[src/rtl/kls_pkg.sv]
`default_nettype none
// ----------------------------------------------------------------------------
// kls_pkg
// Types, codes and constants shared by the keyed latency statistics block.
// ----------------------------------------------------------------------------
package kls_pkg;

    localparam int BUCKETS_DEF = 64;
    localparam int WAYS_DEF    = 4;
    localparam int FIFO_DEPTH  = 4;

    localparam logic [15:0] PERIOD_RESET = 16'd1024;
    localparam logic [31:0] COUNT_MAX    = 32'hFFFF_FFFF;

    typedef enum logic [1:0] {
        OP_BEGIN  = 2'd0,
        OP_COMMIT = 2'd1,
        OP_QUERY  = 2'd2,
        OP_NONE   = 2'd3
    } t_op;

    typedef enum logic [1:0] {
        ST_DONE     = 2'd0,
        ST_RECORDED = 2'd1,
        ST_MISSING  = 2'd2,
        ST_FULL     = 2'd3
    } t_status;

    typedef enum logic [1:0] {
        K_DONE   = 2'd0,
        K_SAMPLE = 2'd1,
        K_QUERY  = 2'd2
    } t_kind;

    typedef struct packed {
        t_kind       kind;
        logic [15:0] id;
        logic [31:0] len;
    } t_cmd;

    typedef struct packed {
        logic [15:0] tag;
        logic [31:0] count;
        logic [47:0] mean;
        logic [63:0] m2;
        logic [31:0] min;
        logic [31:0] max;
    } t_entry;

    typedef enum logic [3:0] {
        B_IDLE,
        B_MOD,
        B_RD,
        B_CHK,
        B_UPD,
        B_MEAN,
        B_MUL,
        B_WR,
        B_VAR,
        B_OUT
    } t_bstate;

endpackage
`default_nettype wire

[src/rtl/kls_front.sv]
`default_nettype none
// ----------------------------------------------------------------------------
// kls_front
// Accepts input words, keeps the start time and sampling phase, and turns
// each word into a command for the back.
// ----------------------------------------------------------------------------
module kls_front (
    input  wire logic        i_clk,
    input  wire logic        i_rst_n,
    input  wire logic        i_cfg_wr_en,
    input  wire logic [15:0] i_cfg_wr_data,
    input  wire logic        i_accept,
    input  wire logic [1:0]  i_operation,
    input  wire logic [15:0] i_block_id,
    input  wire logic [47:0] i_time_now,
    input  wire logic        i_sample_valid,
    output kls_pkg::t_cmd    o_cmd
);

    logic [15:0] r_period;
    logic [47:0] r_start;
    logic [15:0] r_phase;
    logic [47:0] diff;
    logic [31:0] len;
    logic [15:0] phase_inc;
    logic [15:0] period;
    logic        sampled;
    logic        commit;

    assign diff      = i_time_now - r_start;
    assign len       = (diff[47:32] != 16'd0) ? 32'hFFFF_FFFF : diff[31:0];
    assign phase_inc = r_phase + 16'd1;
    assign period    = (r_period == 16'd0) ? 16'd1 : r_period;
    assign sampled   = (phase_inc >= period) || (phase_inc == 16'd0);
    assign commit    = (kls_pkg::t_op'(i_operation) == kls_pkg::OP_COMMIT) && i_sample_valid;

    always_ff @(posedge i_clk) begin
        if (!i_rst_n) begin
            r_period <= kls_pkg::PERIOD_RESET;
            r_start  <= 48'd0;
            r_phase  <= 16'd0;
        end else begin
            if (i_cfg_wr_en) begin
                r_period <= i_cfg_wr_data;
            end
            if (i_accept) begin
                if (kls_pkg::t_op'(i_operation) == kls_pkg::OP_BEGIN) begin
                    r_start <= i_time_now;
                end
                if (commit) begin
                    r_phase <= sampled ? 16'd0 : phase_inc;
                end
            end
        end
    end

    always_comb begin
        o_cmd.id   = i_block_id;
        o_cmd.len  = len;
        o_cmd.kind = kls_pkg::K_DONE;
        if (commit && sampled) begin
            o_cmd.kind = kls_pkg::K_SAMPLE;
        end else if (kls_pkg::t_op'(i_operation) == kls_pkg::OP_QUERY) begin
            o_cmd.kind = kls_pkg::K_QUERY;
        end
    end

endmodule
`default_nettype wire

[config.mk]
export PLATFORM = sky130hd
export DESIGN_NAME = kls_front
export DESIGN_NICKNAME = d
export VERILOG_FILES = /design/src/rtl/kls_pkg.sv /design/src/rtl/kls_front.sv
export SDC_FILE = /design/constraint.sdc
export NUM_CORES = 1
export LEC_CHECK = 0
export BUFFER_PORTS_ARGS = -buffer_cell sky130_fd_sc_hd__buf_4
export CORE_UTILIZATION = 40
export DETAILED_ROUTE_END_ITERATION = 12
export PLACE_DENSITY = 0.65
export SETUP_SLACK_MARGIN = 0.3
export SYNTH_ARGS = -nofsm -noshare
export SYNTH_HDL_FRONTEND = slang
export SYNTH_SLANG_ARGS = --single-unit
[constraint.sdc]
create_clock -name i_clk -period 3.8 [get_ports i_clk]
set_clock_uncertainty 0.2 [all_clocks]
set_input_delay 0.19 -clock i_clk [delete_from_list [all_inputs] [get_ports i_clk]]
set_output_delay 0.19 -clock i_clk [all_outputs]
set_load 0.1 [all_outputs]
# Word-level counts from Yosys, hierarchy flattened
# Index checks and enable logic that the tools add are counted.
[word_totals]
word_cells = 22
input_bits = 87
register_bits = 80
[op_classes]
mux = 5
n_reduce_logical = 9
add_sub_neg = 2
n_eq_ne = 2
order_cmp = 1
[op_table]
columns = ["operator", "n"]
rows = [
  ["subtractor 48 bit", 1],
  ["zero test 16 bit", 2],
  ["2-to-1 mux 16 bit", 2],
  ["2-to-1 mux 32 bit", 1],
  ["adder 16 x 1 -> 16 bit (second input constant)", 1],
  ["greater-or-equal comparator 16 bit", 1],
  ["nonzero test 16 bit", 1],
  ["2-to-1 mux 2 bit", 2],
  ["AND reduction 2 bit", 2],
  ["equality test 2 x 1 -> 1 bit (second input constant)", 1],
  ["equality test 2 bit (second input constant)", 1],
  ["logical AND 1 bit", 2],
  ["zero test 2 bit", 1],
  ["logical OR 1 bit", 1],
]

# Logic depth before layout (Yosys ltp)
# Gate-level depths: netlist of run 1.
[depth]
word_depth = 6
mapped_depth = 16

# Worst setup path after synthesis of run 1
# No wires, ideal clock.
[synth_timing]
kind = "register -> output"
from = "register r_phase[4]"
to = "output o_cmd[48] in the netlist's numbering"
t_required_ns = 3.410
arrival_ns = 4.066
path_stages_with_launch = 15
setup_slack_ns = -0.656
path_cell_list = "dfxtp_1 clkbuf_1 and4_1 nand3_1 or2_1 clkbuf_1 nor2_1 xor2_1 ha_1 nand4_1 nor3_1 a21oi_1 or3_1 clkbuf_1 a21oi_1"
[synth_lines]
columns = ["element", "line_no", "rtl"]
rows = [
  ["start: declaration", "kls_front.sv:22", "logic [15:0] r_phase;"],
  ["start signal: assignment", "kls_front.sv:51", "r_phase <= sampled ? 16'd0 : phase_inc;"],
  ["end: declaration", "kls_front.sv:17", "output kls_pkg::t_cmd o_cmd"],
]

==> results of run 1 <==
==> sequential cells by signal, summed over array words and instances (netlist names) <==
register / count
r_period: 16
r_phase: 16
r_start: 48
==> cells in the mapped netlist, drive strengths merged, types with 8 or more instances <==
| cell type | count | area [um^2] |
|---|---|---|
| nand2b | 9 | 56.3 |
| o21ai | 43 | 230 |
| a211oi | 8 | 77.6 |
| nor3 | 20 | 110 |
| a21o | 14 | 105 |
| clkbuf | 31 | 116 |
| mux2i | 17 | 170 |
| nand4 | 55 | 475 |
| inv | 82 | 308 |
| o211ai | 10 | 93.8 |
| buf | 36 | 251 |
| nand2 | 179 | 672 |
| dfxtp | 80 | 1600 |
| nor2b | 22 | 138 |
| o31ai | 13 | 108 |
| nor2 | 48 | 180 |
| xnor2 | 26 | 228 |
| and2 | 13 | 83.8 |
| ha | 65 | 813 |
| o21a | 10 | 75.1 |
| nor4 | 8 | 56.3 |
| xor2 | 23 | 201 |
| a21boi | 59 | 443 |
| nand3 | 19 | 95.1 |
| a21oi | 61 | 343 |
==> per-stage QoR <==
step | setup WS, ps | setup TNS [ps] | instances | instance area, um^2 | power [mW]
after floorplan | -136 | -1670 | 1028 | 7930 | 1.53
after CTS | -313 | -8750 | 1465 | 10600 | 2.82
after detailed placement | 10.7 | 0 | 1376 | 9180 | 1.72
final | -336 | -9020 | 1493 | 11500 | 2.97
after global routing | -437 | -11940 | 1493 | 11500 | 3.10
after global placement | 20.4 | 0 | 1376 | 9180 | 1.72
==> tightest hold or removal path, cell delays in order <==
cell      delay [ps]
buf_4            200
nand2_1           90
o211ai_1          70
==> repair_timing <==
action,CTS,global route
endpoints found under the hold margin,64,0
pin swaps,10,38
gates resized for setup,91,126
setup endpoints to repair,43,42
hold buffers,64,0
buffers inserted,8,26
cloned,1,2
==> kinds of logic after synthesis <==
kind of cell             share of synthesized area
multiplexers                                0.0249
adder cells (fa/ha/maj)                      0.108
buffers and inverters                       0.0873
AO/OA/AOI/OAI                                0.247
XOR/XNOR                                    0.0555
AND/OR/NAND/NOR                              0.270
flip-flops                                   0.207
==> layer usage <==
layer,track usage,part of all wire,wire length (um),vias to the layer above
li1,-,-,-,4009
met1,0.306,0.43,10900,4017
met2,0.409,0.49,12500,260
met3,0.0367,0.052,1320,72
met4,0.0778,0.032,806,0
met5,0,0,0,-
==> where the power goes <==
group	internal (mW)	switching (mW)	total, mW
Combinational	0.476	0.580	1.06
Clock	0.591	0.435	1.03
Sequential	0.864	0.0203	0.884
==> how the worst min path moves through the flow <==
stage                                      endpoint  slack, ps  cells after the start
final                     r_period[10]$_SDFFE_PN1P_         40                      3
after global placement                    o_cmd[38]        180                      0
after detailed placement                  o_cmd[38]        180                      0
after floorplan           r_period[10]$_SDFFE_PN1P_        120                      2
after global routing      r_period[10]$_SDFFE_PN1P_         40                      3
after CTS                 r_period[10]$_SDFFE_PN1P_         30                      3
==> layout make-up <==
| cell class | count | area [um^2] | area share |
|---|---|---|---|
| clock buffers | 9 | 225 | 0.0195 |
| inverters | 82 | 308 | 0.0267 |
| flip-flops and latches | 80 | 1620 | 0.141 |
| clock inverters | 7 | 108 | 0.00933 |
| multi-input cells | 799 | 6370 | 0.552 |
| well taps | 260 | 325 | 0.0282 |
| repair buffers | 256 | 2570 | 0.223 |
==> flow_metrics.tcl, run 1 <==
set metrics [dict create \
    vias 8358 \
    antenna_found_initial 0 \
    grt_start_max_net_pins 81 \
    rrSetupSlack_ps 570 \
    post_drt_wl_per_cell_um 17.1 \
    rsz0062_at_grt "true" \
    max_freq_mhz 242 \
    track_usage 0.239 \
    critical_path_class "register to primary output" \
    cts.sinks 80 \
    start_util 0.411 \
    fp.coreArea_um2 18800 \
    synthDistinctLibCells 81 \
    r2r_end "r_phase[1]$_SDFFE_PN0P_" \
    hp-start "i_cfg_wr_en" \
    grt_overflow 0 \
    worst-path-stages 16 \
    tightestPinTransition_ps 1060 \
    grt_pass1_wl_mm 38.3 \
    cp.arrival_ps 3750 \
    cts-buffers-inserted 9 \
    yosysSeqAreaShare 0.207 \
    post-route-util 0.612 \
    clk_latency_ps 360 \
    gp_congestion 0.864 \
    crit_path_max_incr_delay_ps 360 \
    die_area_um2 19900 \
    avgViaCountPerCell 5.60 \
    yosys_register_bits 80 \
    slew_viol_final 0 \
    crit_family "buffers and inverters" \
    relSlewSlack 0.290 \
    drt-pass1-iter-count 6 \
    syn-cell-area_um2 7740 \
    whs_ps 40.9 \
    die_x_um 141 \
    async_flop_share 0 \
    worst_slack_ps -336 \
    post-route-period-util 1.09 \
    area_delta_synth_final_pct 49.0 \
    finalHoldViolCount 0 \
    drc 0 \
    violations "setup timing" \
    p_leak_nw 4.55 \
    setup.worst_path.end "o_cmd[30]" \
    clockRootBuffer "clkbuf_16" \
    synth_edf_count 0 \
    drtIter0Drc 702 \
    clockBufferDepth 2 \
    syn_inst 1028 \
    rr_startpoint "r_phase[3]$_SDFFE_PN0P_" \
    path_cells "inv_1, ha_4, nand4_1, buf_4, nor3_4, o211ai_4, a211oi_4, buf_4, o21ai_0, mux2i_1, nor4_4, buf_6, buf_12, buf_12, nand4_2, buf_6" \
    dpl.hpwl_mm 16.9 \
    yosys_warnings 0 \
    worstPathRequired_ps 3410 \
    final_nets 1381 \
    setup_viol 32 \
    cts_tree "yes" \
    fp-row-count 50 \
    cts.clk_slew.worst_paths_ps 80 \
    layout_common_cells "nand2_1 (173), buf_4 (135), inv_1 (81)" \
    cap_violations 0 \
    post-route-min-period_ps 4140 \
    status "complete, but fails checks" \
    fp.dieH_um 141 \
    grt_pass1_vias 7743 \
    diodes 0 \
    hold_class "primary input to register" \
    portBuffers 104 \
    cts_max_level 3 \
    wl_mm 25.5 \
    cellPowerDensity_nw_per_um2 257 \
    startpoint_type "register" \
    ios 137 \
    drive_gt1_frac 0.308 \
    final_common_cell "nand2_1" \
    critPathCaptureType "primary output" \
    ir_drop_mv 0.227 \
    reg2regPathDepth 13 \
    crit_fanout 8 \
    syn_nets 1181 \
    critPathLaunch "r_start[16]$_SDFFE_PN0P_" \
    crit_buf_inv 7 \
    n_fill_cell 1571 \
    syn_avg_cell_area_um2 7.53 \
    ant_nets 0 \
    ys.flop_type "dfxtp_1" \
    critical_path.slowest_cell "dfxtp_1" \
]
Note: power is estimated with default switching activity, not from simulation.
==> run 2: changes to the inputs <==
--- a/config.mk
+++ b/config.mk
@@ -10,6 +10,7 @@
 export DETAILED_ROUTE_END_ITERATION = 12
 export PLACE_DENSITY = 0.65
 export SETUP_SLACK_MARGIN = 0.3
+export SKIP_LAST_GASP = 1
 export SYNTH_ARGS = -nofsm -noshare
 export SYNTH_HDL_FRONTEND = slang
 export SYNTH_SLANG_ARGS = --single-unit
==> flow_metrics.tcl, run 2 (synthesis results as in run 1) <==
set metrics [dict create \
    status "complete, but fails checks" \
    violations "setup timing" \
    crit_top_cell "buf_12" \
    ios 137 \
    post-route-min-period_ps 4220 \
    finalNonFillerCells 1495 \
    cts_tree "yes" \
    fp.coreArea_um2 18800 \
    path_cells "inv_1, ha_4, nand4_1, nor2_1, a22oi_2, and2b_2, a211oi_4, buf_4, o21ai_0, mux2i_1, nor4_4, buf_6, buf_12, buf_12, nand4_4, buf_8" \
    start_util 0.411 \
    portBuffers 104 \
    gp_congestion 0.864 \
    cp.arrival_ps 3830 \
    grt_start_max_net_pins 81 \
    p_sw_mw 1.04 \
    setup_viol 32 \
    n_fill_cell 1594 \
    die_area_um2 19900 \
    largest_reg_flops 48 \
    critical_path_class "register to primary output" \
    cts.sinks 80 \
    final_common_cell "nand2_1" \
    fp-row-count 50 \
    clockRootBuffer "clkbuf_16" \
    ir_drop_mv 0.226 \
    cts_max_level 3 \
    rsz0062_at_grt "true" \
    critical_path.slowest_cell "dfxtp_1" \
    grt_pass1_vias 7751 \
    grt_overflow 0 \
    cap_violations 0 \
    dp_cells 1376 \
    drc 0 \
    reg.largest.list "r_start: 48 flops, r_period: 16 flops, r_phase: 16 flops" \
    comb_power_share 0.355 \
    grt_pass1_wl_mm 38.3 \
    fin_setup_tns_ps -11550 \
    p_clk_frac 0.346 \
    p_sw_frac 0.350 \
    p_seq_frac 0.299 \
    layout_common_cells "nand2_1 (174), buf_4 (143), inv_1 (81)" \
    final_nets 1383 \
    dpl.hpwl_mm 16.9 \
    cts.clk_slew.worst_paths_ps 80 \
    p_leak_nw 4.54 \
    cts-buffers-inserted 9 \
    regMostFlops "r_start" \
    max_freq_mhz 237 \
    crit_path_max_incr_delay_ps 350 \
    critPathCaptureType "primary output" \
    clockBufferDepth 2 \
    finalHoldViolCount 0 \
    startpoint_type "register" \
    antenna_found_initial 0 \
    relSlewSlack 0.306 \
    ant_nets 0 \
    drt-pass1-iter-count 5 \
    worst_slack_ps -417 \
    worstPathRequired_ps 3410 \
    post-route-period-util 1.11 \
    slew_viol_final 0 \
    wl_mm 26.2 \
    avgViaCountPerCell 5.63 \
    pre_cts_slack_ps 10.7 \
    power.internal_mw 1.93 \
    post_drt_wl_per_cell_um 17.5 \
    diodes 0 \
    vias 8424 \
    crit_fanout 6 \
    area_delta_synth_final_pct 48.0 \
    die_x_um 141 \
    fp.dieH_um 141 \
    drtIter0Drc 666 \
    track_usage 0.240 \
    clk_latency_ps 360 \
    tightestPinTransition_ps 1040 \
    cellPowerDensity_nw_per_um2 259 \
    hold_class "primary input to register" \
    p_total_mw 2.96 \
    drive_gt1_frac 0.307 \
    whs_ps 41.6 \
]
[run 2: cell count changes in the layout (fill, tap and decap cells not counted), moves of 3 or more]
| cell | delta |
|---|---|
| buf_4 | +8 |
| buf_12 | -5 |
| buf_8 | +3 |
| buf_6 | -4 |
[run 2: path summary, 6_finish.rpt]
path	end	from	depth (start not counted)	slack (ps)
min reg2reg	r_start[6]$_SDFFE_PN0P_	r_start[6]$_SDFFE_PN0P_	2	270
max	o_cmd[18]	r_start[16]$_SDFFE_PN0P_	16	-420
max reg2reg	r_phase[1]$_SDFFE_PN0P_	r_phase[3]$_SDFFE_PN0P_	13	580
min	r_period[10]$_SDFFE_PN1P_	i_cfg_wr_en	3	40
[run 2: power groups by stage]
| stage | registers (mW) | logic [mW] | clock network, mW |
|---|---|---|---|
| 6_report | 0.885 | 1.05 | 1.02 |
| 2_1_floorplan | 0.897 | 0.637 | 0 |
| 4_1_cts | 0.884 | 0.898 | 1.04 |
| 3_5_place_dp | 0.903 | 0.818 | 0 |
| 3_3_place_gp | 0.902 | 0.815 | 0 |
| 5_1_grt | 0.888 | 1.13 | 1.08 |
[run 2: area by class of cell]
class                   instances  area (um^2)  share of cell area
clock inverters                 7          108             0.00940
inverters                      82          308              0.0269
flip-flops and latches         80         1620               0.142
well taps                     260          325              0.0284
clock buffers                   9          225              0.0197
repair buffers                258         2530               0.221
multi-input cells             799         6320               0.552
[run 2: per-stage QoR]
stage               area (um^2)   util
finish                    11400  0.608
floorplan                  7930      -
detailed placement         9180  0.487
CTS                       10500  0.560
global route              11400  0.608
global placement           9180  0.487
[run 2: per-layer routing]
layer  GRT usage  part of all wire  up-vias
li1            -                 -     4003
met1       0.305              0.42     4058
met2       0.410              0.49      290
met3      0.0367             0.052       73
met4      0.0807             0.032        0
met5           0                 0        -
[run 2: timing repair]
item	CTS	global route
cloned	1	2
resized for setup	76	127
setup buffers	8	28
hold buffers	64	0
endpoints found under the setup margin	43	42
hold endpoints to repair	64	0
pin swaps	10	36
[run 2: critical path: cells and delay by family, from the launching register on]
kind / cells / cell delay [ps]
AO/OA/AOI/OAI: 3 / 560
AND/OR/NAND/NOR: 5 / 1090
flip-flops: 1 / 350
adder cells (fa/ha/maj): 1 / 330
buffers and inverters: 6 / 960
multiplexers: 1 / 190
