## src/rtl/kls_pkg.sv

```systemverilog
`default_nettype none
// ----------------------------------------------------------------------------
// kls_pkg
// Types, codes and constants shared by the keyed latency statistics block.
// ----------------------------------------------------------------------------
package kls_pkg;

    localparam int BUCKETS_DEF = 64;
    localparam int WAYS_DEF    = 4;
    localparam int FIFO_DEPTH  = 4;

    localparam logic [15:0] PERIOD_RESET = 16'd1024;
    localparam logic [31:0] COUNT_MAX    = 32'hFFFF_FFFF;

    typedef enum logic [1:0] {
        OP_BEGIN  = 2'd0,
        OP_COMMIT = 2'd1,
        OP_QUERY  = 2'd2,
        OP_NONE   = 2'd3
    } t_op;

    typedef enum logic [1:0] {
        ST_DONE     = 2'd0,
        ST_RECORDED = 2'd1,
        ST_MISSING  = 2'd2,
        ST_FULL     = 2'd3
    } t_status;

    typedef enum logic [1:0] {
        K_DONE   = 2'd0,
        K_SAMPLE = 2'd1,
        K_QUERY  = 2'd2
    } t_kind;

    typedef struct packed {
        t_kind       kind;
        logic [15:0] id;
        logic [31:0] len;
    } t_cmd;

    typedef struct packed {
        logic [15:0] tag;
        logic [31:0] count;
        logic [47:0] mean;
        logic [63:0] m2;
        logic [31:0] min;
        logic [31:0] max;
    } t_entry;

    typedef enum logic [3:0] {
        B_IDLE,
        B_MOD,
        B_RD,
        B_CHK,
        B_UPD,
        B_MEAN,
        B_MUL,
        B_WR,
        B_VAR,
        B_OUT
    } t_bstate;

endpackage
`default_nettype wire

```

## src/rtl/kls_fifo.sv

```systemverilog
`default_nettype none
// ----------------------------------------------------------------------------
// kls_fifo
// Short command queue between the front and the back.
// ----------------------------------------------------------------------------
module kls_fifo (
    input  wire logic          i_clk,
    input  wire logic          i_rst_n,
    input  wire logic          i_push,
    input  wire kls_pkg::t_cmd i_cmd,
    input  wire logic          i_pop,
    output kls_pkg::t_cmd      o_cmd,
    output logic               o_full,
    output logic               o_empty
);

    localparam int PTR_W = $clog2(kls_pkg::FIFO_DEPTH);

    kls_pkg::t_cmd    r_buf [kls_pkg::FIFO_DEPTH];
    logic [PTR_W-1:0] r_wr;
    logic [PTR_W-1:0] r_rd;
    logic [PTR_W:0]   r_cnt;

    always_ff @(posedge i_clk) begin
        if (!i_rst_n) begin
            r_wr  <= '0;
            r_rd  <= '0;
            r_cnt <= '0;
        end else begin
            if (i_push) begin
                r_wr <= r_wr + 1'b1;
            end
            if (i_pop) begin
                r_rd <= r_rd + 1'b1;
            end
            if (i_push && !i_pop) begin
                r_cnt <= r_cnt + 1'b1;
            end else if (!i_push && i_pop) begin
                r_cnt <= r_cnt - 1'b1;
            end
        end
    end

    always_ff @(posedge i_clk) begin
        if (i_push) begin
            r_buf[r_wr] <= i_cmd;
        end
    end

    assign o_cmd   = r_buf[r_rd];
    assign o_full  = r_cnt == (PTR_W+1)'(kls_pkg::FIFO_DEPTH);
    assign o_empty = r_cnt == '0;

endmodule
`default_nettype wire

```

## config.mk

```make
export PLATFORM = sky130hd
export DESIGN_NAME = kls_fifo
export DESIGN_NICKNAME = d
export VERILOG_FILES = /design/src/rtl/kls_pkg.sv /design/src/rtl/kls_fifo.sv
export SDC_FILE = /design/constraint.sdc
export NUM_CORES = 1
export LEC_CHECK = 0
export BUFFER_PORTS_ARGS = -buffer_cell sky130_fd_sc_hd__buf_2
export CORE_ASPECT_RATIO = 1.4
export CORE_MARGIN = 2
export CORE_UTILIZATION = 51
export DETAILED_ROUTE_END_ITERATION = 16
export GPL_TIMING_DRIVEN = 0
export PLACE_DENSITY = 0.8
export REMOVE_ABC_BUFFERS = 1
export SLEW_MARGIN = 30
export SYNTH_ARGS = -nofsm -noshare
export SYNTH_HDL_FRONTEND = slang
export SYNTH_SLANG_ARGS = --single-unit
```

## constraint.sdc

```tcl
create_clock -name i_clk -period 2.2 [get_ports i_clk]
set_input_delay 0.33 -clock i_clk [delete_from_list [all_inputs] [get_ports i_clk]]
set_output_delay 0.33 -clock i_clk [all_outputs]
set_load 0.05 [all_outputs]
```

==> After elaboration in Yosys (flattened, before gate mapping) <==
Memory sizes are Yosys's and may differ from the RTL's. A register that Yosys moved wholly into a read port is not among the register bits.
Cells that the tools add are included.
{ "totals": {"reg_bits": 7, "ramBits": 200, "inputBits": 54, "output_inout_bits": 52, "word_cells": 21, "n_memories": 1} }
{ "op_classes": {"n_addsub": 4, "eq_ne": 1, "mux": 6, "n_reduce_logical": 6} }
{ "memory_table": {"columns": ["name", "words", "width", "rd", "rd_clocked_by_memory_dff", "write_ports", "line", "text"], "rows": [
  ["r_buf", 4, 50, 1, 1, 1, "kls_fifo.sv:19", "kls_pkg::t_cmd r_buf [kls_pkg::FIFO_DEPTH];"]
]} }
{ "op_table": {"columns": ["cell", "count"], "rows": [
  ["3-bit 2-to-1 mux", 2],
  ["2-bit by 1-bit adder with 2-bit output (second input constant)", 2],
  ["2-bit 2-to-1 mux", 2],
  ["3-bit by 1-bit adder with 3-bit output (second input constant)", 1],
  ["3-bit == test (second input constant)", 1],
  ["3-bit zero test", 1],
  ["3-bit by 1-bit subtractor with 3-bit output (second input constant)", 1],
  ["1-bit logical AND", 2],
  ["1-bit zero test", 2],
  ["1-bit 2-to-1 mux", 2],
  ["2-bit nonzero test", 1]
]} }

==> Longest topological paths before layout <==
Gate-level depths: netlist (run 1).
{ "depth": {"ltp_word": 4, "depth_mapped": 7, "mapped_depth_nobuf": 7} }

==> Least setup slack after synthesis (run 1) <==
OpenSTA, ideal clock, no wires.
{ "synth_path": {"kind": "reg-to-reg", "startpoint": "register r_wr[0]", "endpoint": "memory r_buf[2][0] (netlist bit) (enable)", "setup_time_ns": 0.413, "arrival_ns": 1.733, "required_time_ns": 1.787, "setup_slack_ns": 0.055, "stages_incl_launch_ff": 4, "path_buffers": 0, "period_less_slack_ns": 2.145, "path_cell_list": "dfxtp_1 inv_1 ha_1 and2_1"} }
{ "synth_rtl": {"columns": ["item", "line", "text"], "rows": [
  ["from (decl)", "kls_fifo.sv:20", "logic [PTR_W-1:0] r_wr;"],
  ["from (signal assigned)", "kls_fifo.sv:31", "r_wr <= r_wr + 1'b1;"],
  ["to (decl)", "kls_fifo.sv:19", null]
]} }
No word-level cell before the write port.

==> impl_metrics.json, run 1 <==
{
  "routed_wl_mm": 12.9,
  "hpwl_mm": 7.98,
  "drive_gt1_share_pct": 44.1,
  "cts.path.max_buffers": 3,
  "r2r_start": "r_wr[0]$_SDFFE_PN0P_",
  "yosysWarnings": 0,
  "cp.required_ns": 1.87,
  "hold_class": "in2reg",
  "synth_top_area_share_pct": 77.8,
  "grt_start_max_net_pins": 29,
  "place_area_um2": 8480,
  "globalplace.congestion": 0.673,
  "cts-root-buf": "clkbuf_16",
  "arrival_ns": 1.83,
  "nNetsFinal": 488,
  "end_kind": "primary output",
  "core_area_um2": 14900,
  "synth_area_per_cell_um2": 25.3,
  "grtUsageTotal_pct": 16.7,
  "pin_count": 106,
  "clock_latency_ns": 0.47,
  "clock_skew_ns": 0.00868,
  "whs_ns": 0.0726,
  "port_buffers": 105,
  "area_growth_pct": 19.6,
  "tritoncts": "done",
  "vdd_ir_drop_max_v": 0.000749,
  "fmax_mhz": 462,
  "min_period_ns": 2.16,
  "initial_core_util_pct": 51.7,
  "p_leak_nw": 3.13,
  "cap_viol_max_count": 0,
  "antenna_left": 0,
  "critPathKind": "reg2out",
  "die_x_um": 108,
  "r2r_slack_ns": 0.59,
  "setup_viol": 0,
  "synth_seq_cells": 209,
  "cts_inserted_buffers": 19,
  "grt_first_pass_wirelength_mm": 20.1,
  "fin_crit_sh_pct": 98.4,
  "critical_path.max_fanout": 23,
  "design_area_um2": 9230,
  "grt_pass1_vias": 3801,
  "drt_iter0_markers": 133,
  "status": "finished clean",
  "synth_cell_types": 21,
  "cts_htree_levels": 1,
  "vias": 3415,
  "tightest_slew_ns": 0.416,
  "power_density_nw_per_um2": 970,
  "fp-row-count": 53,
  "antenna_found_initial": 1,
  "synth.cell_area_um2": 7720,
  "synthFlopType": "edfxtp_1",
  "cp-start-kind": "flop",
  "synth_top_area_cell": "edfxtp_1",
  "gr-total-overflow": 0,
  "clock_sinks": 209,
  "routedWlPerCell_um": 20.3,
  "crit_end": "o_cmd[47]",
  "syn_inst": 305,
  "relSlewSlack_pct": 72.3,
  "rsz0062_at_grt": "true",
  "drv_slew": 0,
  "yosysSeqAreaShare_pct": 80.2,
  "rr_worst_depth": 4,
  "firstDrtPassIters": 4,
  "synthTopCellsByCount": "edfxtp_1 (200), mux4_2 (50), and2_1 (9), dfxtp_1 (9)",
  "synthArstFlopShare_pct": 0,
  "drc": 0,
  "hold_violations": 0,
  "yosysMostFrequentCell": "edfxtp_1",
  "die_h_um": 150,
  "clkTransAtPathRegs_ns": 0.06,
  "die-area_um2": 16100,
  "reg2reg_to": "r_buf[2][11]$_DFFE_PP_",
  "synth_edf_count": 200,
  "synth_area_leaders": "edfxtp_1 (78%), mux4_2 (15%), dfxtp_1 (2.3%), buf_12 (1.3%), ha_1 (0.81%)",
  "vias_per_cell": 5.39
}
==> cells by family after synthesis <==
group | synth area share, %
AOI/OAI and AO/OA | 0.162
DFF | 80.2
muxes | 14.9
buffers and inverters | 2.01
adders and majority gates | 1.07
xor gates and xnor gates | 0.568
and+or+nand+nor | 1.18
==> where the power goes <==
| group | total, mW | leakage (nW) | switching (mW) | internal, mW |
|---|---|---|---|---|
| registers | 4.63 | 1.91 | 0.0670 | 4.57 |
| clock network | 2.90 | 0.264 | 1.26 | 1.64 |
| logic | 1.42 | 0.949 | 0.915 | 0.508 |
| total | 8.96 | 3.13 | 2.24 | 6.71 |
==> how the worst min path moves through the flow <==
stage                                      from                      to  slack, ns  cells after the start
after floorplan                        i_cmd[0]   r_buf[0][0]$_DFFE_PP_       0.43                      0
after global placement    r_cnt[2]$_SDFFE_PN0P_   r_cnt[2]$_SDFFE_PN0P_       0.49                      2
after detailed placement  r_cnt[2]$_SDFFE_PN0P_   r_cnt[2]$_SDFFE_PN0P_       0.53                      2
after CTS                             i_cmd[49]  r_buf[3][49]$_DFFE_PP_       0.05                      1
after global routing                   i_cmd[1]   r_buf[2][1]$_DFFE_PP_       0.06                      1
final                                 i_cmd[45]  r_buf[2][45]$_DFFE_PP_       0.07                      1
==> metal layers <==
metal	GRT usage [%]	vias up	wire [um]
met1	19.9	1769	5010
met3	3.09	22	565
met4	5.77	0	306
met2	30.2	86	6990
li1	-	1538	-
met5	0	-	0
==> critical path, cell delays in order (launching register included) <==
cell	delay, ns
dfxtp_4	0.40
buf_16	0.21
mux4_2	0.55
buf_6	0.17
==> what timing repair did <==
| action | 4_1_cts | 5_1_grt |
|---|---|---|
| resized for setup | 34 | 13 |
| endpoints found under the setup margin | 50 | 24 |
| gates cloned | 0 | 0 |
| endpoints found under the hold margin | 0 | 0 |
| setup buffers | 3 | 0 |
| hold buffers | 0 | 0 |
==> flip-flops by register name, summed over array words and instances (netlist names), named ones only <==
signal / cells
r_buf: 200
r_rd: 2
r_wr: 2
r_cnt: 3
==> layout make-up <==
cell class,count,area (um^2)
inverter,4,15.0
tap,192,240
multi-input combinational,80,1390
clock inverter,4,22.5
fill,1041,5690
antenna,1,2.50
timing repair buffer,114,848
sequential,209,6190
clock buffer,29,523
==> through the flow <==
step	power, mW	worst slack (ns)	setup TNS, ns	utilization (%)	cells
global placement	6.00	-2.06	-261.28	55.9	590
detailed placement	6.04	0.00129	0	56.8	596
CTS	9.04	-0.000363	-0.000363	61.5	632
finish	8.96	0.0363	0	61.9	633
floorplan	5.67	-1.11	-55.56	-	293
global route	9.30	-0.0308	-0.344	61.9	632
==> cells in the final DEF (no fill, tap or decap), drive strengths merged, types with 3 or more instances in the layout <==
| cell type | count |
|---|---|
| and2 | 9 |
| inv | 4 |
| mux4 | 50 |
| xor2 | 3 |
| clkbuf | 29 |
| buf | 114 |
| edfxtp | 200 |
| ha | 5 |
| clkinv | 3 |
| dfxtp | 9 |
No activity file was read; power rests on OpenSTA's default activity.
==> inputs of run 2 (changes only) <==
--- a/config.mk
+++ b/config.mk
@@ -5,13 +5,15 @@
 export SDC_FILE = /design/constraint.sdc
 export NUM_CORES = 1
 export LEC_CHECK = 0
+export ABC_AREA = 1
 export BUFFER_PORTS_ARGS = -buffer_cell sky130_fd_sc_hd__buf_2
 export CORE_ASPECT_RATIO = 1.4
 export CORE_MARGIN = 2
-export CORE_UTILIZATION = 51
+export CORE_UTILIZATION = 54
+export CTS_BUF_LIST = sky130_fd_sc_hd__clkbuf_8
 export DETAILED_ROUTE_END_ITERATION = 16
 export GPL_TIMING_DRIVEN = 0
-export PLACE_DENSITY = 0.8
+export PLACE_DENSITY = 0.83
 export REMOVE_ABC_BUFFERS = 1
 export SLEW_MARGIN = 30
 export SYNTH_ARGS = -nofsm -noshare
==> impl_metrics.json, run 2 <==
{
  "synth_top_area_share_pct": 75.2,
  "fin_crit_sh_pct": 100,
  "synth_seq_cells": 209,
  "power_mw": 9.39,
  "area_growth_pct": 28.2,
  "multi_input_area_um2": 1630,
  "hold_class": "in2reg",
  "critPathKind": "reg2out",
  "max_stage_delay_ns": 0.41,
  "cap_viol_max_count": 0,
  "crit_chain": "buf_16, clkbuf_16, clkinv_16, nor2_1, o22ai_2, buf_6",
  "final_common_cell": "edfxtp_1",
  "grtUsageTotal_pct": 23.0,
  "vias_per_cell": 5.78,
  "initial_core_util_pct": 55.3,
  "seqCellArea_um2": 6190,
  "largest_register_ffs": 200,
  "tritoncts": "done",
  "synth_area_per_cell_um2": 14.8,
  "tightest_slew_ns": 0.409,
  "fmax_mhz": 454,
  "grt_pass1_vias": 5295,
  "critical_path.max_fanout": 7,
  "diodes": 0,
  "nNetsFinal": 754,
  "setup_tns_ns": -0.00235,
  "relSlewSlack_pct": 72.8,
  "hold_violations": 0,
  "place_area_um2": 8550,
  "clkTransAtPathRegs_ns": 0.07,
  "syn_inst": 541,
  "vias": 5213,
  "yosysMostFrequentCell": "edfxtp_1",
  "antenna_found_initial": 0,
  "grt_first_pass_wirelength_mm": 27.5,
  "die_x_um": 107,
  "rsz0062_at_grt": "true",
  "antenna_left": 0,
  "violations": "negative setup slack",
  "synth_cell_types": 22,
  "hpwl_mm": 8.83,
  "cpMaxStageDelayCell": "dfxtp_4",
  "status": "finished, violations left",
  "clock_skew_ns": 0.0247,
  "yosysSeqAreaShare_pct": 77.4,
  "reg_top3": "r_buf (200), r_cnt (3)",
  "drv_slew": 0,
  "fp-row-count": 52,
  "firstDrtPassIters": 5,
  "pin_count": 106,
  "synth_area_leaders": "edfxtp_1 (75%), nor2_1 (4.9%), o22ai_1 (3.9%), o21ai_1 (3.8%), o21ai_0 (2.9%)",
  "synth.cell_area_um2": 7990,
  "gr-total-overflow": 0,
  "p_leak_nw": 3.71,
  "globalplace.congestion": 0.705,
  "synth_edf_count": 200,
  "cts.path.max_buffers": 3,
  "drt_iter0_markers": 431,
  "cts-root-buf": "clkbuf_8",
  "synth_top_area_cell": "edfxtp_1",
  "routed_wl_mm": 19.8,
  "cts_inserted_buffers": 29,
  "synthArstFlopShare_pct": 0,
  "min_period_ns": 2.20,
  "vdd_ir_drop_max_v": 0.000676,
  "drc": 0,
  "synthTopCellsByCount": "edfxtp_1 (200), nor2_1 (104), o21ai_1 (60)",
  "cp-start-kind": "flop",
  "cp.required_ns": 1.87,
  "drive_gt1_share_pct": 32.3,
  "fillers": 960,
  "final_cell_mix": "edfxtp_1 (200), nor2_1 (91), buf_2 (55), o21ai_1 (50), buf_4 (43)",
  "yosysWarnings": 0,
  "routedWlPerCell_um": 21.9,
  "clock_sinks": 209,
  "grt_start_max_net_pins": 51,
  "arrival_ns": 1.87,
  "synthFlopType": "edfxtp_1",
  "power_density_nw_per_um2": 917,
  "die-area_um2": 15800,
  "end_kind": "primary output",
  "fin_ws_ns": -0.00235,
  "port_buffers": 105,
  "clock_latency_ns": 0.53,
  "setup_viol": 1,
  "die_h_um": 148,
  "design_area_um2": 10200,
  "cts_htree_levels": 1,
  "core_area_um2": 14400,
  "regMostFlops": "r_buf"
}
## run 2: changes by cell type in the layout (fill, tap and decap cells not counted), sizes merged, moves of 3 or more
cell         before  now
clkinv            3   10
and2              9    0
dlygate4sd3       0   18
mux4             50    0
inv               4   27
buf             114  126
nand2             1    9
nor2              0  105
a21oi             0    4
xor2              3    0
clkbuf           29   34
o22ai             0   50
bufinv            0    4
o21ai             1  106
## run 2: stage by stage
| stage | setup slack (ns) | instances | utilization (%) | hold WS, ns |
|---|---|---|---|---|
| floorplan | -1.13 | 510 | - | 0.412 |
| global placement | -2.22 | 804 | 58.3 | 0.424 |
| detailed placement | 0.0951 | 809 | 59.2 | 0.440 |
| CTS | 0.0251 | 885 | 66.8 | 0.000467 |
| global route | -0.0586 | 902 | 70.9 | 0.0000951 |
| finish | -0.00235 | 902 | 70.9 | 0.0179 |
## run 2: worst max-delay path: cells and delay by family (launching register included)
family,cells,cell delay [ns]
compound gates,1,0.11
buf+inv,4,0.67
flops,1,0.41
simple gates,1,0.14
## run 2: area by class of cell
class                           count  share of cell area [%]
Sequential cell                   209                    60.5
Multi-Input combinational cell    284                    15.9
Timing Repair Buffer              146                    12.5
Clock buffer                       33                    4.43
Tap cell                          189                    2.31
Clock inverter                     17                    1.75
Timing Repair inverter              7                    1.54
Inverter                           17                    1.05
## run 2: what timing repair did
| action | CTS | global route |
|---|---|---|
| gates resized for setup | 55 | 99 |
| gates cloned | 4 | 6 |
| pin swaps | 0 | 15 |
| endpoints found under the hold margin | 53 | 16 |
| endpoints found under the setup margin | 50 | 42 |
| setup buffers | 8 | 7 |
| hold buffers | 14 | 4 |
## run 2: routing by layer
layer | global-route usage (%) | vias to the layer above | wire [um]
met5 | 0 | - | 0
met4 | 8.18 | 0 | 447
met3 | 3.31 | 37 | 1160
met2 | 43.4 | 230 | 11000
met1 | 26.1 | 2616 | 7210
li1 | - | 2330 | -
## run 2: final timing paths
| path | start | end | slack, ns | depth (start not counted) |
|---|---|---|---|---|
| worst max-delay path | flop | o_cmd[9] | -0.002 | 6 |
| worst min-delay path | i_cmd[29] | r_buf[0][29]$_DFFE_PP_ | 0.02 | 1 |
| worst max register to register | r_wr[0]$_SDFFE_PN0P_ | r_buf[0][45]$_DFFE_PP_ | 0.60 | 5 |
| worst min register to register | r_rd[1]$_SDFFE_PN0P_ | r_rd[1]$_SDFFE_PN0P_ | 0.47 | 1 |
## run 2: kinds of logic (layout without fill, tap and decap cells)
family | Yosys count | count (layout) | share of synthesized area, %
adder cells (fa/ha/maj) | 6 | 6 | 1.03
AND/OR/NAND/NOR | 118 | 118 | 5.65
buffers and inverters | 48 | 220 | 5.10
flip-flops | 209 | 209 | 77.4
AO/OA/AOI/OAI | 160 | 160 | 10.8
## run 2: power breakdown
group	internal, mW	switching, mW
clock	1.84	1.35
sequential	4.54	0.0613
combinational	0.510	1.09
total	6.89	2.50
==> inputs of run 3 (changes only) <==
==> constraint.sdc (replaced) <==
create_clock -name i_clk -period 1.99 [get_ports i_clk]
set_input_delay 0.2985 -clock i_clk [delete_from_list [all_inputs] [get_ports i_clk]]
set_output_delay 0.2985 -clock i_clk [all_outputs]
set_load 0.05 [all_outputs]
==> impl_metrics.json, run 3 (synthesized netlist as in run 2, its figures left out) <==
{
  "fin_ws_ns": -0.153,
  "clkTransAtPathRegs_ns": 0.07,
  "design_area_um2": 10400,
  "nNetsFinal": 781,
  "power_density_nw_per_um2": 997,
  "setup_tns_ns": -4.58,
  "dp_slack_ns": -0.0834,
  "fillers": 893,
  "routedWlPerCell_um": 21.4,
  "cpMaxStageDelayCell": "dfxtp_4",
  "drc": 0,
  "port_buffers": 105,
  "die-area_um2": 15800,
  "max_stage_delay_ns": 0.41,
  "seqCellArea_um2": 6190,
  "antenna_left": 0,
  "vias": 5340,
  "regMostFlops": "r_buf",
  "clock_skew_ns": 0.0226,
  "whs_ns": 0.0692,
  "largest_register_ffs": 200,
  "firstDrtPassIters": 5,
  "grtUsageTotal_pct": 24.4,
  "initial_core_util_pct": 55.3,
  "cts-root-buf": "clkbuf_8",
  "p_leak_nw": 3.80,
  "end_kind": "primary output",
  "vias_per_cell": 5.74,
  "fp-row-count": 52,
  "dp_cells": 809,
  "fin_crit_sh_pct": 108,
  "hold_class": "in2reg",
  "post-route-util_pct": 72.3,
  "cap_viol_max_count": 0,
  "status": "finished, violations left",
  "final_cell_mix": "edfxtp_1 (200), nor2_1 (95), buf_2 (55), dlygate4sd3_1 (50), buf_4 (45)",
  "clock_sinks": 209,
  "violations": "negative setup slack",
  "tritoncts": "done",
  "setup_viol": 50,
  "gr-total-overflow": 0,
  "crit_chain": "clkbuf_16, inv_16, nor2_1, o22ai_1, buf_4",
  "final_common_cell": "edfxtp_1",
  "die_x_um": 107,
  "reg_top3": "r_buf (200), r_cnt (3)",
  "drv_slew": 0,
  "clock_latency_ns": 0.54,
  "cts_htree_levels": 1,
  "grt_start_max_net_pins": 51,
  "hold_violations": 0,
  "cts_inserted_buffers": 29,
  "grt_first_pass_wirelength_mm": 29.2,
  "multi_input_area_um2": 1600,
  "relSlewSlack_pct": 74.0,
  "cp-start-kind": "flop",
  "critPathKind": "reg2out",
  "hpwl_mm": 8.83,
  "drive_gt1_share_pct": 30.1,
  "grt_pass1_vias": 5600,
  "area_growth_pct": 30.6,
  "routed_wl_mm": 19.9,
  "die_h_um": 148,
  "cp.required_ns": 1.69,
  "pin_count": 106,
  "drt_iter0_markers": 349,
  "critical_path.max_fanout": 25,
  "fmax_mhz": 467,
  "power_mw": 10.4,
  "core_area_um2": 14400,
  "antenna_found_initial": 1,
  "final_cell_count_no_fill": 930,
  "arrival_ns": 1.84,
  "globalplace.congestion": 0.705,
  "rsz0062_at_grt": "true",
  "cts.path.max_buffers": 3,
  "min_period_ns": 2.14,
  "tightest_slew_ns": 0.390,
  "place_area_um2": 8550,
  "vdd_ir_drop_max_v": 0.000653
}
run 3: final cells by class:
class	instances	area share [%]
antenna	1	0.0240
clock buffer	33	4.35
clock inverter	17	1.71
inverter	17	1.08
multi-input combinational	284	15.3
sequential	209	59.3
tap	189	2.27
timing repair buffer	175	15.0
timing repair inverter	5	0.875
run 3: worst max-delay path, delay by kind of cell (launching register included):
family,cells,cell delay (ns)
AO/OA/AOI/OAI,1,0.21
buffers and inverters,3,0.60
flip-flops,1,0.41
AND/OR/NAND/NOR,1,0.07
run 3: metal layers:
metal  wire, um  global-route usage (%)  vias to the layer above
met2      10800                    44.9                      235
met4        562                    10.3                        0
met3       1260                    3.75                       42
met5          0                       0                        -
met1       7270                    28.1                     2672
li1           -                       -                     2391
run 3: power breakdown:
group / leakage [nW] / switching [mW] / total [mW] / internal, mW
clock network: 0.352 / 1.51 / 3.54 / 2.03
logic: 1.54 / 1.19 / 1.77 / 0.579
registers: 1.91 / 0.0737 / 5.09 / 5.02
total: 3.80 / 2.77 / 10.4 / 7.63
run 3: timing repair:
action                                 in CTS  in global routing
setup endpoints to repair                  50                 50
endpoints found under the hold margin     200                  0
gates cloned                                7                  4
hold buffers                               50                  0
pin swaps                                   0                 12
setup buffers                              10                  0
gates resized for setup                    66                 71
run 3: worst paths after layout:
path	start	end	slack (ns)	cells past startpoint
min	i_rst_n	r_cnt[0]$_SDFFE_PN0P_	0.07	3
min reg2reg	r_rd[1]$_SDFFE_PN0P_	r_rd[1]$_SDFFE_PN0P_	0.47	1
max reg2reg	r_wr[1]$_SDFFE_PN0P_	r_buf[1][38]$_DFFE_PP_	0.40	5
max	flop	o_cmd[40]	-0.15	5
